[src/hdl/pnpd_pkg.sv]
// ----------------------------------------------------------------------------
// pnpd_pkg
// Shared widths, register indexes and control types for the nearest pair
// distance block.
// ----------------------------------------------------------------------------
package pnpd_pkg;

  // Squared distances are unsigned Q41.0, distances unsigned Q21.0
  localparam int SQ_BITS        = 41;
  localparam int DIST_BITS      = 21;
  localparam int VALUE_BITS_DEF = 16;
  localparam int CFG_ADDR_BITS  = 1;

  typedef logic [SQ_BITS-1:0] sq_t;

  localparam sq_t SQ_MAX            = '1;
  localparam sq_t DEFAULT_BOUND_RST = sq_t'(1) << 40;

  // Configuration register indexes
  localparam logic [CFG_ADDR_BITS-1:0] CFG_DEFAULT_BOUND = 1'b0;
  localparam logic [CFG_ADDR_BITS-1:0] CFG_STOP_DIST     = 1'b1;

  // Markers carried with each word
  typedef struct packed {
    logic last_attr;
    logic last_pair;
    logic first_item;
  } pnpd_flags_t;

  // Sequencer strobes into the accumulator
  typedef struct packed {
    logic load;    // capture a new word
    logic square;  // square the difference, apply start marker
    logic update;  // add, prune, tighten bound
  } pnpd_ctrl_t;

  // Comparison state seen by the sequencer
  typedef struct packed {
    logic found;
    logic stopped;
    sq_t  best_sum;
  } pnpd_status_t;

endpackage

[src/hdl/pnpd_isqrt.sv]
// ----------------------------------------------------------------------------
// pnpd_isqrt
// Floor square root of a squared distance, one result bit per cycle with a
// single shared subtract and compare.
// ----------------------------------------------------------------------------
module pnpd_isqrt (
  input  logic                           clk,
  input  logic                           rst_n,
  input  logic                           start,
  input  pnpd_pkg::sq_t                  x_in,
  output logic                           busy,
  output logic [pnpd_pkg::DIST_BITS-1:0] root
);
  import pnpd_pkg::*;

  localparam int W = SQ_BITS + 1;

  logic         busy_r, busy_nxt;
  sq_t          rem_r, rem_nxt;
  logic [W-1:0] res_r, res_nxt;
  logic [W-1:0] bit_r, bit_nxt;
  logic [W-1:0] trial;
  logic         take;

  // One restoring step
  assign trial = res_r + bit_r;
  assign take  = {1'b0, rem_r} >= trial;

  always_comb begin
    busy_nxt = busy_r;
    rem_nxt  = rem_r;
    res_nxt  = res_r;
    bit_nxt  = bit_r;
    if (start) begin
      busy_nxt = 1'b1;
      rem_nxt  = x_in;
      res_nxt  = '0;
      bit_nxt  = W'(1) << (SQ_BITS - 1);
    end else if (busy_r) begin
      if (take) begin
        rem_nxt = rem_r - trial[SQ_BITS-1:0];
        res_nxt = (res_r >> 1) + bit_r;
      end else begin
        res_nxt = res_r >> 1;
      end
      bit_nxt = bit_r >> 2;
      if (bit_r[0]) begin
        busy_nxt = 1'b0;
      end
    end
  end

  always_ff @(posedge clk) begin
    if (!rst_n) begin
      busy_r <= 1'b0;
    end else begin
      busy_r <= busy_nxt;
    end
  end

  always_ff @(posedge clk) begin
    rem_r <= rem_nxt;
    res_r <= res_nxt;
    bit_r <= bit_nxt;
  end

  assign busy = busy_r;
  assign root = res_r[DIST_BITS-1:0];

endmodule

[src/hdl/pnpd_accum.sv]
// ----------------------------------------------------------------------------
// pnpd_accum
// Squared difference, running sum with pruning, bound tracking and early
// stop for one attribute word at a time.
// ----------------------------------------------------------------------------
module pnpd_accum #(
  parameter int VALUE_BITS = pnpd_pkg::VALUE_BITS_DEF
) (
  input  logic                          clk,
  input  logic                          rst_n,
  input  pnpd_pkg::pnpd_ctrl_t          ctrl,
  input  logic signed [VALUE_BITS-1:0]  value_a,
  input  logic signed [VALUE_BITS-1:0]  value_b,
  input  pnpd_pkg::pnpd_flags_t         flags,
  input  pnpd_pkg::sq_t                 bound_sq,
  input  pnpd_pkg::sq_t                 default_bound_sq,
  input  pnpd_pkg::sq_t                 stop_distance_sq,
  output pnpd_pkg::pnpd_status_t        status
);
  import pnpd_pkg::*;

  localparam int DW   = VALUE_BITS + 1;
  localparam int MAGW = (DW > 22) ? DW : 22;
  localparam logic [MAGW-1:0] SAT_LIM = MAGW'(1) << 21;

  logic signed [DW-1:0] diff;
  logic [DW-1:0]        mag;
  logic [MAGW-1:0]      mag_ext;
  logic [41:0]          prod;
  logic [SQ_BITS:0]     sum_w;
  sq_t                  sum_sat;

  logic [20:0]  mag_r;
  logic         sat_r;
  pnpd_flags_t  flags_r;
  sq_t          bound_in_r;
  sq_t          sq_r, sq_nxt;

  sq_t  run_r, run_nxt;
  sq_t  bound_r, bound_nxt;
  sq_t  best_r, best_nxt;
  logic found_r, found_nxt;
  logic pruned_r, pruned_nxt;
  logic stopped_r, stopped_nxt;

  // Absolute difference, saturated to the square range
  assign diff    = DW'(value_a) - DW'(value_b);
  assign mag     = diff[DW-1] ? DW'(-diff) : DW'(diff);
  assign mag_ext = MAGW'(mag);

  always_ff @(posedge clk) begin
    if (ctrl.load) begin
      mag_r      <= mag_ext[20:0];
      sat_r      <= mag_ext >= SAT_LIM;
      flags_r    <= flags;
      bound_in_r <= bound_sq;
    end
    if (ctrl.square) begin
      sq_r <= sq_nxt;
    end
  end

  // Square, clamped to 41 bits
  assign prod = 42'(mag_r) * 42'(mag_r);

  always_comb begin
    if (sat_r || (prod > 42'(SQ_MAX))) begin
      sq_nxt = SQ_MAX;
    end else begin
      sq_nxt = prod[SQ_BITS-1:0];
    end
  end

  // Saturating add of the new square
  assign sum_w   = {1'b0, run_r} + {1'b0, sq_r};
  assign sum_sat = sum_w[SQ_BITS] ? SQ_MAX : sum_w[SQ_BITS-1:0];

  // Prune, close the object pair, tighten bound, early stop
  always_comb begin
    run_nxt     = run_r;
    bound_nxt   = bound_r;
    best_nxt    = best_r;
    found_nxt   = found_r;
    pruned_nxt  = pruned_r;
    stopped_nxt = stopped_r;
    if (!stopped_r) begin
      if (!pruned_r) begin
        run_nxt = sum_sat;
        if (sum_sat > bound_r) begin
          pruned_nxt = 1'b1;
        end
      end
      if (flags_r.last_attr) begin
        if (!pruned_nxt) begin
          found_nxt = 1'b1;
          best_nxt  = run_nxt;
          bound_nxt = run_nxt;
          if (run_nxt < stop_distance_sq) begin
            stopped_nxt = 1'b1;
          end
        end
        run_nxt    = '0;
        pruned_nxt = 1'b0;
      end
    end
    if (flags_r.last_attr && flags_r.last_pair) begin
      run_nxt    = '0;
      pruned_nxt = 1'b0;
    end
  end

  // Comparison state; start marker clears it before the word is summed
  always_ff @(posedge clk) begin
    if (!rst_n) begin
      run_r     <= '0;
      bound_r   <= DEFAULT_BOUND_RST;
      best_r    <= '0;
      found_r   <= 1'b0;
      pruned_r  <= 1'b0;
      stopped_r <= 1'b0;
    end else begin
      priority if (ctrl.square && flags_r.first_item) begin
        run_r     <= '0;
        bound_r   <= (bound_in_r != '0) ? bound_in_r : default_bound_sq;
        best_r    <= '0;
        found_r   <= 1'b0;
        pruned_r  <= 1'b0;
        stopped_r <= 1'b0;
      end else if (ctrl.update) begin
        run_r     <= run_nxt;
        bound_r   <= bound_nxt;
        best_r    <= best_nxt;
        found_r   <= found_nxt;
        pruned_r  <= pruned_nxt;
        stopped_r <= stopped_nxt;
      end
    end
  end

  assign status.found    = found_r;
  assign status.stopped  = stopped_r;
  assign status.best_sum = best_r;

endmodule

[src/hdl/pruned_nearest_pair_distance.sv]
// ----------------------------------------------------------------------------
// pruned_nearest_pair_distance
// Single-linkage distance between two clusters with pruning of object pairs
// against the running bound and an early stop on a close enough pair.
// ----------------------------------------------------------------------------
// Each attribute word goes through capture and absolute difference, the
// square in the multiplier, then the saturating add with the bound
// compare. The word that closes a comparison (last attribute of the last
// pair) then passes a launch step and the bit-serial square root unit,
// one root bit a cycle, and the result is loaded into the output
// register. The input is not ready while a word is in flight; a finished
// result waits in the output register and does not block the next word,
// unless a second result is ready before the first has been taken.
module pruned_nearest_pair_distance #(
  parameter int VALUE_BITS = pnpd_pkg::VALUE_BITS_DEF
) (
  input  logic                               clk,
  input  logic                               rst_n,
  // configuration
  input  logic                               cfg_we,
  input  logic [pnpd_pkg::CFG_ADDR_BITS-1:0] cfg_addr,
  input  pnpd_pkg::sq_t                      cfg_wdata,
  // input words
  input  logic                               in_valid,
  output logic                               in_ready,
  input  logic signed [VALUE_BITS-1:0]       in_value_a,
  input  logic signed [VALUE_BITS-1:0]       in_value_b,
  input  logic                               in_last_attr,
  input  logic                               in_last_pair,
  input  logic                               in_first_item,
  input  pnpd_pkg::sq_t                      in_bound_sq,
  // result words
  output logic                               out_valid,
  input  logic                               out_ready,
  output logic                               out_found,
  output logic                               out_early_stop,
  output logic [pnpd_pkg::DIST_BITS-1:0]     out_best_distance,
  output pnpd_pkg::sq_t                      out_best_distance_sq
);
  import pnpd_pkg::*;

  typedef enum logic [4:0] {
    ST_IDLE   = 5'b00001,
    ST_SQUARE = 5'b00010,
    ST_UPDATE = 5'b00100,
    ST_LAUNCH = 5'b01000,
    ST_ROOT   = 5'b10000
  } state_t;

  state_t       state_r, state_nxt;
  logic         end_r;
  sq_t          default_bound_r;
  sq_t          stop_dist_r;
  pnpd_ctrl_t   ctrl;
  pnpd_flags_t  flags;
  pnpd_status_t status;
  logic         accept;
  logic         sqrt_busy;
  logic [DIST_BITS-1:0] root;
  sq_t          root_x;
  logic         out_load;

  logic                 out_valid_r, out_valid_nxt;
  logic                 out_found_r;
  logic                 out_early_r;
  logic [DIST_BITS-1:0] out_dist_r;
  sq_t                  out_dist_sq_r;

  // Configuration registers
  always_ff @(posedge clk) begin
    if (!rst_n) begin
      default_bound_r <= DEFAULT_BOUND_RST;
      stop_dist_r     <= '0;
    end else if (cfg_we) begin
      unique case (cfg_addr)
        CFG_DEFAULT_BOUND: default_bound_r <= cfg_wdata;
        CFG_STOP_DIST:     stop_dist_r     <= cfg_wdata;
        default:           ;
      endcase
    end
  end

  assign in_ready = (state_r == ST_IDLE);
  assign accept   = in_valid && in_ready;

  assign flags.last_attr  = in_last_attr;
  assign flags.last_pair  = in_last_pair;
  assign flags.first_item = in_first_item;

  assign ctrl.load   = accept;
  assign ctrl.square = (state_r == ST_SQUARE);
  assign ctrl.update = (state_r == ST_UPDATE);

  assign root_x   = status.found ? status.best_sum : '0;
  assign out_load = (state_r == ST_ROOT) && !sqrt_busy && (!out_valid_r || out_ready);

  // Sequencer
  always_comb begin
    state_nxt = state_r;
    unique case (state_r)
      ST_IDLE:   if (accept) state_nxt = ST_SQUARE;
      ST_SQUARE: state_nxt = ST_UPDATE;
      ST_UPDATE: state_nxt = end_r ? ST_LAUNCH : ST_IDLE;
      ST_LAUNCH: state_nxt = ST_ROOT;
      ST_ROOT:   if (out_load) state_nxt = ST_IDLE;
      default:   state_nxt = ST_IDLE;
    endcase
  end

  always_ff @(posedge clk) begin
    if (!rst_n) begin
      state_r <= ST_IDLE;
    end else begin
      state_r <= state_nxt;
    end
  end

  always_ff @(posedge clk) begin
    if (accept) begin
      end_r <= in_last_attr && in_last_pair;
    end
  end

  pnpd_accum #(
    .VALUE_BITS (VALUE_BITS)
  ) u_accum (
    .clk              (clk),
    .rst_n            (rst_n),
    .ctrl             (ctrl),
    .value_a          (in_value_a),
    .value_b          (in_value_b),
    .flags            (flags),
    .bound_sq         (in_bound_sq),
    .default_bound_sq (default_bound_r),
    .stop_distance_sq (stop_dist_r),
    .status           (status)
  );

  pnpd_isqrt u_isqrt (
    .clk   (clk),
    .rst_n (rst_n),
    .start (state_r == ST_LAUNCH),
    .x_in  (root_x),
    .busy  (sqrt_busy),
    .root  (root)
  );

  // Output register
  always_comb begin
    out_valid_nxt = out_valid_r;
    if (out_load) begin
      out_valid_nxt = 1'b1;
    end else if (out_ready) begin
      out_valid_nxt = 1'b0;
    end
  end

  always_ff @(posedge clk) begin
    if (!rst_n) begin
      out_valid_r <= 1'b0;
    end else begin
      out_valid_r <= out_valid_nxt;
    end
  end

  always_ff @(posedge clk) begin
    if (out_load) begin
      out_found_r   <= status.found;
      out_early_r   <= status.found && status.stopped;
      out_dist_r    <= root;
      out_dist_sq_r <= root_x;
    end
  end

  assign out_valid            = out_valid_r;
  assign out_found            = out_found_r;
  assign out_early_stop       = out_early_r;
  assign out_best_distance    = out_dist_r;
  assign out_best_distance_sq = out_dist_sq_r;

  // Checks
  a_accept_square: assert property (@(posedge clk) disable iff (!rst_n)
    accept |=> state_r == ST_SQUARE)
    else $error("accepted word did not move to the square step");

  a_root_running: assert property (@(posedge clk) disable iff (!rst_n)
    state_r == ST_LAUNCH |=> sqrt_busy)
    else $error("square root unit not started");

  a_stop_needs_found: assert property (@(posedge clk) disable iff (!rst_n)
    out_valid && out_early_stop |-> out_found)
    else $error("early stop without a found pair");

  a_empty_result: assert property (@(posedge clk) disable iff (!rst_n)
    out_valid && !out_found |-> (out_best_distance_sq == '0) && (out_best_distance == '0))
    else $error("non-zero distance with nothing found");

endmodule

[config.mk]
export PLATFORM = sky130hd
export DESIGN_NAME = pruned_nearest_pair_distance
export DESIGN_NICKNAME = d
export VERILOG_FILES = /design/src/hdl/pnpd_pkg.sv /design/src/hdl/pnpd_isqrt.sv /design/src/hdl/pnpd_accum.sv /design/src/hdl/pruned_nearest_pair_distance.sv
export SDC_FILE = /design/constraint.sdc
export NUM_CORES = 2
export LEC_CHECK = 0
export BUFFER_PORTS_ARGS = -buffer_cell sky130_fd_sc_hd__buf_2
export CAP_MARGIN = 20
export CORE_MARGIN = 2
export CORE_UTILIZATION = 45
export DETAILED_ROUTE_END_ITERATION = 12
export PLACE_DENSITY = 0.66
export RECOVER_POWER = 100
export SLEW_MARGIN = 20
export SYNTH_ARGS = -nofsm -noshare
export SYNTH_HDL_FRONTEND = slang
export SYNTH_HIERARCHICAL = 1
export SYNTH_SLANG_ARGS = --single-unit
[constraint.sdc]
create_clock -name clk -period 15.65 [get_ports clk]
set_input_delay 3.9125 -clock clk [delete_from_list [all_inputs] [get_ports clk]]
set_output_delay 3.9125 -clock clk [all_outputs]
set_load 0.02 [all_outputs]
==> impl_metrics.json <==
{
  "first_iter_violations": 2396,
  "worstSetupPathType": "reg -> reg",
  "drv_slew": 583,
  "synth_top_area_cell": "edfxtp_1",
  "fin_skew_ns": 0.03002,
  "syn_nets": 4718,
  "antenna_found_initial": 4,
  "drv_cap": 12,
  "h-tree-depth": 2,
  "worst_path_max_delay_cell": "o21ai_0",
  "track_usage": 0.2446,
  "drt_pass1_iterations": 5,
  "worst_path_largest_cell_delay_ns": 2.28,
  "fin_crit_ns": 10.34,
  "synth_edf_count": 200,
  "syn2layout_area_growth_pct": 8.940,
  "ios": 189,
  "post_cts_buffers": 0,
  "layout.cells.non_filler": 5274,
  "cts-buffers-inserted": 55,
  "seq_area_frac_synth": 0.3157,
  "dp.cells": 5170,
  "worst_pin_slew_ns": 3.973,
  "clkTransAtPathRegs_ns": 0.07,
  "nNetsFinal": 4810,
  "wl_per_cell_microns": 19.52,
  "hpwl_mm": 79.37,
  "crit_arrival_ns": 10.84,
  "status": "finished, violations left",
  "clk_path_buf_depth": 3,
  "dieArea_sq_mm": 0.08376,
  "grt_max_degree": 89,
  "async_reset_ff_frac": 0,
  "violations": "max-capacitance violations, max-slew violations",
  "coreArea_sq_mm": 0.08055,
  "synth_top_area_share": 0.1638,
  "rsz0062_at_grt": "no",
  "cts.sinks": 478,
  "min_path_type": "reg -> reg",
  "synth_area_leaders": "edfxtp_1, dfxtp_1, ha_1",
  "via_per_inst": 5.652,
  "overflow": 0,
  "max_freq_mhz": 96.73,
  "fin_crit_sh": 0.6606,
  "gp_congestion": 0.9640,
  "diodes": 0,
  "post_cts_resized": 0,
  "routed_wl_mm": 102.9,
  "die_x_microns": 289.4,
  "synth-seq-cells": 478,
  "crit_family": "compound AO/OA/AOI/OAI gates",
  "ant_nets": 0,
  "setup_viol": 0,
  "cts_tree": "yes",
  "drive_above_1_share": 0.07546,
  "cts-root-buf": "clkbuf_16",
  "numPortBuffers": 188,
  "end_kind": "register",
  "clk_latency_ns": 0.63,
  "die_y_microns": 289.4,
  "hold_viol": 0,
  "synthFlopType": "dfxtp_1",
  "final_common_cell": "nand2_1",
  "tns_ns": 0,
  "start_util": 0.4551,
  "ys.warnings.count": 6,
  "final_cell_mix": "nand2_1, inv_1, ha_1, a21oi_1, dfxtp_1",
  "crit_required_ns": 16.15,
  "cp-start-kind": "register",
  "holdBufCountCts": 0,
  "drcViolationCount": 0,
  "cp_common_cell": "o21ai_0",
  "syn_avg_cell_area_sq_um": 8.995,
  "cp_max_fo": 67,
  "relSlewSlack": -1.648,
  "crit_chain": "ha_1 -> a21o_1 -> a21o_1 -> a2111oi_0 -> o31ai_1 -> o211ai_1 -> or2_0 -> clkbuf_1 -> o21ai_0 -> ha_1 -> nand2_1 -> o21ai_0 -> a221oi_1 -> o21ai_0 -> nand2b_1 -> o21ai_0 -> buf_4 -> nor2_1 -> clkbuf_1 -> a211o_1",
  "synth_cell_types": 106,
  "timing.hold.ws_ns": 0.4435,
  "critPathBufInv": 3,
  "utilization": 0.4958,
  "synthCells": 4075,
  "grt_pass1_wl_mm": 160.7,
  "vias": 29810,
  "syn_area_sq_mm": 0.03666,
  "grt_pass1_vias": 28720,
  "core.rowCount": 104
}
[worst reg2reg max path, cell delays in order (launching register included)]
cell       delay, ns
edfxtp_1        0.44
ha_1            0.43
a21o_1          0.22
a21o_1          0.21
a2111oi_0       0.63
o31ai_1         0.23
o211ai_1        0.33
or2_0           0.31
clkbuf_1        1.23
o21ai_0         0.60
ha_1            0.47
nand2_1         0.06
o21ai_0         0.11
a221oi_1        0.29
o21ai_0         0.25
nand2b_1        0.24
o21ai_0         2.28
buf_4           0.83
nor2_1          0.36
clkbuf_1        0.35
a211o_1         0.36
[worst paths after layout]
check,startpoint,end,slack [ns],depth (start not counted)
worst max register to register,u_accum/sq_r[30],u_accum/bound_r[14],5.31,20
worst min-delay path,u_accum/best_r[18],u_accum/best_r[18],0.44,2
worst min register to register,u_accum/best_r[18],u_accum/best_r[18],0.44,2
worst max-delay path,u_accum/sq_r[30],u_accum/bound_r[14],5.31,20
[logic make-up after synthesis]
| logic type | count (synthesis) | synth area share |
|---|---|---|
| flip-flops | 478 | 0.3157 |
| AO/OA/AOI/OAI | 1033 | 0.1865 |
| XOR/XNOR | 163 | 0.03915 |
| buffers and inverters | 650 | 0.07250 |
| AND/OR/NAND/NOR | 1162 | 0.1487 |
| multiplexers | 69 | 0.01983 |
| adder cells (fa/ha/maj) | 520 | 0.2176 |
[cell usage after synthesis, types with 57 or more instances]
| cell type | count |
|---|---|
| nand2_1 | 476 |
| inv_1 | 456 |
| ha_1 | 324 |
| a21oi_1 | 301 |
| dfxtp_1 | 278 |
| nor2_1 | 253 |
| edfxtp_1 | 200 |
| fa_1 | 196 |
| o21ai_0 | 189 |
| and2_1 | 114 |
| clkbuf_1 | 113 |
| xnor2_1 | 101 |
| a21o_1 | 89 |
| xor2_1 | 61 |
| a31oi_1 | 57 |
[layer usage]
layer / routed length [microns] / track usage
met4: 3055 / 0.07603
met2: 46570 / 0.3882
met1: 45710 / 0.3351
met5: 36 / 0
met3: 7564 / 0.04929
[layout make-up]
class	count	area, sq um
fillers	7653	40620
multi-input cells	2947	22430
flip-flops and latches	478	11570
inverters	457	1717
clock buffers	67	1515
well taps	1060	1326
repair buffers	228	1090
clock inverters	37	284.0
[through the flow]
stage	cell area, sq um	setup slack (ns)
6_report	39930	5.311
5_1_grt	39930	4.656
4_1_cts	40130	8.341
3_5_place_dp	38330	8.338
3_3_place_gp	38330	8.499
2_1_floorplan	36660	6.773
[state kept, by name, summed over array words and instances (netlist names), 3 cells and up]
signal	count
default_bound_r	41
out_best_distance	21
out_best_distance_sq	41
state_r	5
stop_dist_r	41
u_accum/best_r	41
u_accum/bound_in_r	41
u_accum/bound_r	41
u_accum/flags_r	3
u_accum/mag_r	17
u_accum/run_r	41
u_accum/sq_r	33
u_isqrt/bit_r	21
u_isqrt/rem_r	41
u_isqrt/res_r	42
Power is left out: the tool's default activity adds up to more than one toggle a clock period on the data nets, which glitch-free logic cannot reach.
